--- src/rtl/core/euler_xyz_vector_rotation_assert.svh ---
// ----------------------------------------------------------------------------
// Assertion macros for the Euler XYZ vector rotation block
// Implication checks on the rising clock edge, disabled while reset is low.
// ----------------------------------------------------------------------------
`ifndef EULER_XYZ_VECTOR_ROTATION_ASSERT_SVH
`define EULER_XYZ_VECTOR_ROTATION_ASSERT_SVH

`ifndef ASSERT_OFF

// Same-cycle implication
`define ERV_ASSERT_IMPL(lbl, clk_i, rstn_i, ante, cons) \
	lbl: assert property (@(posedge clk_i) disable iff (!rstn_i) (ante) |-> (cons)) \
		else $error("erv assertion failed");

// Next-cycle implication
`define ERV_ASSERT_NEXT(lbl, clk_i, rstn_i, ante, cons) \
	lbl: assert property (@(posedge clk_i) disable iff (!rstn_i) (ante) |=> (cons)) \
		else $error("erv assertion failed");

`else

`define ERV_ASSERT_IMPL(lbl, clk_i, rstn_i, ante, cons)
`define ERV_ASSERT_NEXT(lbl, clk_i, rstn_i, ante, cons)

`endif

`endif

--- src/rtl/core/erv_pkg.sv ---
// ----------------------------------------------------------------------------
// erv_pkg
// Shared widths, constants and the CORDIC arctangent table.
// ----------------------------------------------------------------------------
`default_nettype none

package erv_pkg;

	localparam int COORD_WIDTH  = 32;
	localparam int ANGLE_WIDTH  = 16;
	localparam int CORDIC_STEPS = 16;
	localparam int GUARD_BITS   = 8;

	// Internal coordinate: input plus guard fraction plus headroom for CORDIC growth
	localparam int ACC_WIDTH  = COORD_WIDTH + GUARD_BITS + 4;
	localparam int ZRES_WIDTH = 32;
	localparam int ANGLE_PAD  = 32 - ANGLE_WIDTH;
	localparam int SIDE_WIDTH = 2 * ANGLE_WIDTH;

	// Gain compensation: floor(x * GAIN_INV / 2^GAIN_FRAC)
	localparam int GAIN_WIDTH = 30;
	localparam int GAIN_FRAC  = 30;
	localparam logic [GAIN_WIDTH-1:0] GAIN_INV = GAIN_WIDTH'(652032874);

	// Split multiply of the gain into two partial products
	localparam int SPLIT_W = ACC_WIDTH / 2;
	localparam int HI_W    = ACC_WIDTH - SPLIT_W;
	localparam int PH_W    = HI_W + GAIN_WIDTH + 1;
	localparam int PL_W    = SPLIT_W + GAIN_WIDTH;
	localparam int TOT_W   = PH_W + SPLIT_W + 1;

	// Pipeline depth of one plane rotation: pre-rotation, micro-rotations, gain
	localparam int PLANE_LATENCY = 1 + CORDIC_STEPS + 2;

	typedef logic signed [ACC_WIDTH-1:0]  acc_t;
	typedef logic signed [ZRES_WIDTH-1:0] zres_t;
	typedef logic [ANGLE_WIDTH-1:0]       angle_t;
	typedef logic [SIDE_WIDTH-1:0]        side_t;
	typedef logic [1:0]                   quad_t;

	localparam quad_t QUAD_0 = 2'd0;
	localparam quad_t QUAD_1 = 2'd1;
	localparam quad_t QUAD_2 = 2'd2;
	localparam quad_t QUAD_3 = 2'd3;

	// atan(2^-i) at 2^32 units per turn
	function automatic zres_t atan_angle(input int i);
		zres_t r;
		case (i)
			0:  r = 32'sd536870912;
			1:  r = 32'sd316933406;
			2:  r = 32'sd167458907;
			3:  r = 32'sd85004756;
			4:  r = 32'sd42667331;
			5:  r = 32'sd21354465;
			6:  r = 32'sd10679838;
			7:  r = 32'sd5340245;
			8:  r = 32'sd2670163;
			9:  r = 32'sd1335087;
			10: r = 32'sd667544;
			11: r = 32'sd333772;
			12: r = 32'sd166886;
			13: r = 32'sd83443;
			14: r = 32'sd41722;
			15: r = 32'sd20861;
			16: r = 32'sd10430;
			17: r = 32'sd5215;
			18: r = 32'sd2608;
			19: r = 32'sd1304;
			20: r = 32'sd652;
			21: r = 32'sd326;
			22: r = 32'sd163;
			23: r = 32'sd81;
			24: r = 32'sd41;
			25: r = 32'sd20;
			26: r = 32'sd10;
			27: r = 32'sd5;
			28: r = 32'sd3;
			29: r = 32'sd1;
			30: r = 32'sd1;
			default: r = 32'sd0;
		endcase
		return r;
	endfunction

endpackage

`default_nettype wire

--- src/rtl/core/erv_round_sat.sv ---
// ----------------------------------------------------------------------------
// erv_round_sat
// Output register: drop guard bits with round-half-up and clip to range.
// ----------------------------------------------------------------------------
`default_nettype none

module erv_round_sat (
	input  wire logic                              clk,
	input  wire logic                              arst_n,
	input  wire logic                              en,
	input  wire logic                              vld_i,
	input  wire erv_pkg::acc_t                     x_i,
	input  wire erv_pkg::acc_t                     y_i,
	input  wire erv_pkg::acc_t                     z_i,
	output logic                                   vld_o,
	output logic signed [erv_pkg::COORD_WIDTH-1:0] x_o,
	output logic signed [erv_pkg::COORD_WIDTH-1:0] y_o,
	output logic signed [erv_pkg::COORD_WIDTH-1:0] z_o,
	output logic                                   sat_o
);

	localparam erv_pkg::acc_t HALF = erv_pkg::acc_t'(1) <<< (erv_pkg::GUARD_BITS - 1);
	localparam erv_pkg::acc_t MAXV = (erv_pkg::acc_t'(1) <<< (erv_pkg::COORD_WIDTH - 1)) - 1;
	localparam erv_pkg::acc_t MINV = -MAXV - 1;

	erv_pkg::acc_t rx, ry, rz;
	logic          hx, lx, hy, ly, hz, lz;

	// Round half up
	assign rx = (x_i + HALF) >>> erv_pkg::GUARD_BITS;
	assign ry = (y_i + HALF) >>> erv_pkg::GUARD_BITS;
	assign rz = (z_i + HALF) >>> erv_pkg::GUARD_BITS;

	assign hx = rx > MAXV;
	assign lx = rx < MINV;
	assign hy = ry > MAXV;
	assign ly = ry < MINV;
	assign hz = rz > MAXV;
	assign lz = rz < MINV;

	always_ff @(posedge clk or negedge arst_n) begin
		if (!arst_n) begin
			vld_o <= 1'b0;
		end else if (en) begin
			vld_o <= vld_i;
		end
	end

	// Clip and flag
	always_ff @(posedge clk) begin
		if (en) begin
			x_o   <= hx ? MAXV[erv_pkg::COORD_WIDTH-1:0] : lx ? MINV[erv_pkg::COORD_WIDTH-1:0]
				: rx[erv_pkg::COORD_WIDTH-1:0];
			y_o   <= hy ? MAXV[erv_pkg::COORD_WIDTH-1:0] : ly ? MINV[erv_pkg::COORD_WIDTH-1:0]
				: ry[erv_pkg::COORD_WIDTH-1:0];
			z_o   <= hz ? MAXV[erv_pkg::COORD_WIDTH-1:0] : lz ? MINV[erv_pkg::COORD_WIDTH-1:0]
				: rz[erv_pkg::COORD_WIDTH-1:0];
			sat_o <= hx | lx | hy | ly | hz | lz;
		end
	end

endmodule

`default_nettype wire

--- config.mk ---
export PLATFORM = sky130hd
export DESIGN_NAME = erv_round_sat
export DESIGN_NICKNAME = d
export VERILOG_FILES = /design/src/rtl/core/euler_xyz_vector_rotation_assert.svh /design/src/rtl/core/erv_pkg.sv /design/src/rtl/core/erv_round_sat.sv
export SDC_FILE = /design/constraint.sdc
export NUM_CORES = 1
export LEC_CHECK = 0
export ABC_AREA = 1
export CORE_MARGIN = 1
export CORE_UTILIZATION = 34
export DETAILED_ROUTE_END_ITERATION = 6
export DONT_BUFFER_PORTS = 1
export MAX_ROUTING_LAYER = met4
export SLEW_MARGIN = 20
export SYNTH_ARGS = -nofsm -noshare
export SYNTH_HDL_FRONTEND = slang
export SYNTH_SLANG_ARGS = --single-unit
--- constraint.sdc ---
create_clock -name clk -period 0.8 [get_ports clk]
set_input_delay 0.04 -clock clk [delete_from_list [all_inputs] [get_ports clk]]
set_output_delay 0.04 -clock clk [all_outputs]
set_load 0.1 [all_outputs]
==> run metrics <==
vias in the first global route 7,461; input/output buffers 0; row count 51; Setup Crit Path Kind in -> reg; violations in the final reports hold timing, setup timing; CTS Buffer Depth 2; Power Total 19.2 mW; max-cap violation count 0; commonest non-fill, non-tap cell in the layout nand2_1; placed cell count 1,356; Worst EP required 0.91 ns; cell area after synthesis 6830 sq um; non-filler cells, final 1,501; Critical Path Fanout Max 4; Peak VDD IR 1.29 mV; CP Data Arrival Time 1.50 ns; crit start category input port; ratio of cells with drive above 1 in the final layout 0.445; Die Area 20,700 sq um; ys async rst share 0.0102; CP Capture Type flop; global-route wire length before repair 36,000 um; Die W 144 um; Syn Inst Count 884; fin crit share 1.73; largest net degree at the start of global routing 99; power density cells 1510 nW/um^2; Post-synth EDFFs 97; gr busiest metal met2; worst slew pin tran 0.461 ns; hold crit path type in -> reg; via count 7,604; Antenna diodes 0; skew final 0 ns; vias per inst 5.07; routed wire length 25,500 um; drt drc 0; top cells by area, synth edfxtp_1 (43%), nand2_1 (20%), nor2_1 (6.4%); Seq cells post-synth 98; Core Area 19,600 sq um; TNS Setup -68.10 ns; Num CTS Buffers 9; gr usage total 0.234; Initial Util 0.349; Chip Height 144 um; unrepaired setup endpoints after global routing yes; setup ws final -0.588 ns; Primary FF master, synth edfxtp_1; syn_area_per_cell 7.72 sq um; io pins 234; Post-DP HPWL 16,000 um; Yosys cell types 38; CTS HTree Levels 3; Pins Over Slew Limit 0; Routed Antenna Nets 0; Slew headroom 0.690; Clock Latency Late Sink 0.35 ns; area leader, netlist edfxtp_1; Detailed Route Iter0 Violations 409; met3 usage 0.0696; GP Congestion 0.897; Num Clock Sinks 98; number of setup violations in the final report 196; minimum clock period 1.39 ns; hold slack -0.195 ns; commonest cells after routing, fill and taps aside nand2_1 (254), buf_4 (136), buf_12 (105), edfxtp_1 (97), nand2_2 (87); outcome complete, but fails checks; synth warn 0; post-synth net total 1,023; layout net count 1,370; Hold Violations, Final 99; CTS tree yes; grt ovf 0; fmax 0.721 GHz; Pre-antenna DRT Iters 5; Clock Pin Slew Worst Setup and Hold Paths 0.07 ns; CTS root buffer clkbuf_16; wire per inst 17.0 um; met2 Usage GRT 0.398; M1 GR Usage 0.252; share of Yosys cell area claimed by the top area cell type 0.427; Seq/Total Area, Yosys 0.430; Leak Pwr 5.39 nW; Area growth syn-to-layout 85.6%; antenna violations before repair 0
==> sequential cells by signal, indices dropped and copies added (netlist names) <==
register,count
sat_o,1
y_o,32
z_o,32
vld_o,1
x_o,32
==> routing by layer <==
metal | part of all wire | routed length [um]
met1 | 0.37 | 9420
met5 | 0 | 0
met3 | 0.088 | 2230
met4 | 0.041 | 1030
met2 | 0.50 | 12800
==> area by class of cell <==
type,count,area [sq um]
fill,1483,6920
timing repair buffer,354,4460
multi-input combinational,719,4460
sequential,98,2940
tap,265,332
clock buffer,10,229
inverter,49,186
clock inverter,6,65.1
==> where the power goes <==
part | total, mW | internal [mW] | switching (mW)
logic | 7.97 | 3.08 | 4.89
registers | 6.61 | 6.22 | 0.384
clock network | 4.60 | 2.44 | 2.16
total | 19.2 | 11.8 | 7.43
==> Yosys cell counts (3+ instances only) <==
cell and count:
edfxtp_1 97, nand3_2 11, buf_2 8, nand4_1 21, nand2_2 5, or2_2 15, nand3_1 45, o21ai_2 3
xor2_1 29, nor4_1 6, o21ai_1 5, nand3b_1 7, nand2_1 370, ha_1 3, inv_1 48, nor2_4 12
nor2_2 6, buf_6 4, nor3_1 9, nor2_1 116, a21oi_1 6, nand2_4 4, buf_4 6, xnor2_1 30
==> metrics by stage <==
stage | util | worst slack (ns) | hold WS [ns] | area, sq um
detailed placement | 0.519 | -1.04 | -0.256 | 10200
global placement | 0.519 | -1.03 | -0.256 | 10200
finish | 0.647 | -0.588 | -0.195 | 12700
CTS | 0.610 | -0.479 | -0.207 | 11900
global route | 0.647 | -0.664 | -0.217 | 12700
floorplan | - | -0.866 | -0.256 | 7060
==> repair_timing <==
| item | 4_1_cts | 5_1_grt |
|---|---|---|
| gates resized for setup | 95 | 150 |
| setup buffers | 26 | 10 |
| endpoints found under the hold margin | 181 | 101 |
| setup endpoints to repair | 195 | 196 |
| gates cloned | 7 | 9 |
| hold buffers | 79 | 2 |
| pin swaps | 37 | 74 |
==> critical path: stages <==
cell and delay [ns]:
nand2_8 0.03, nor2_4 0.16, nand2_2 0.10, nor2_4 0.14, buf_6 0.11, nand4_1 0.13
nand2_2 0.14, nand2_2 0.07, o21ai_4 0.20, buf_6 0.17, nand2_1 0.05, nor2_1 0.08
nand2_1 0.05
==> worst paths after layout <==
check,start,end,slack (ns),cells after the start
min,en,y_o[11]$_SDFFCE_PP1P_,-0.20,0
min in group asynchronous,arst_n,vld_o$_DFFE_PN0P_,0.45,2
max reg2reg,vld_o$_DFFE_PN0P_,vld_o$_DFFE_PN0P_,-0.06,1
max in group asynchronous,arst_n,vld_o$_DFFE_PN0P_,0.23,2
max,x_i[15],sat_o$_DFFE_PP_,-0.59,13
min reg2reg,vld_o$_DFFE_PN0P_,vld_o$_DFFE_PN0P_,0.60,1
==> cell families after synthesis <==
family	count (synthesis)	synth area share
and+or+nand+nor	632	0.415
buffers and inverters	67	0.0460
xor gates and xnor gates	60	0.0797
AOI/OAI and AO/OA	23	0.0220
muxes	1	0.00165
DFF	98	0.430
adders and majority gates	3	0.00550
(Power assumes the default switching activity.)
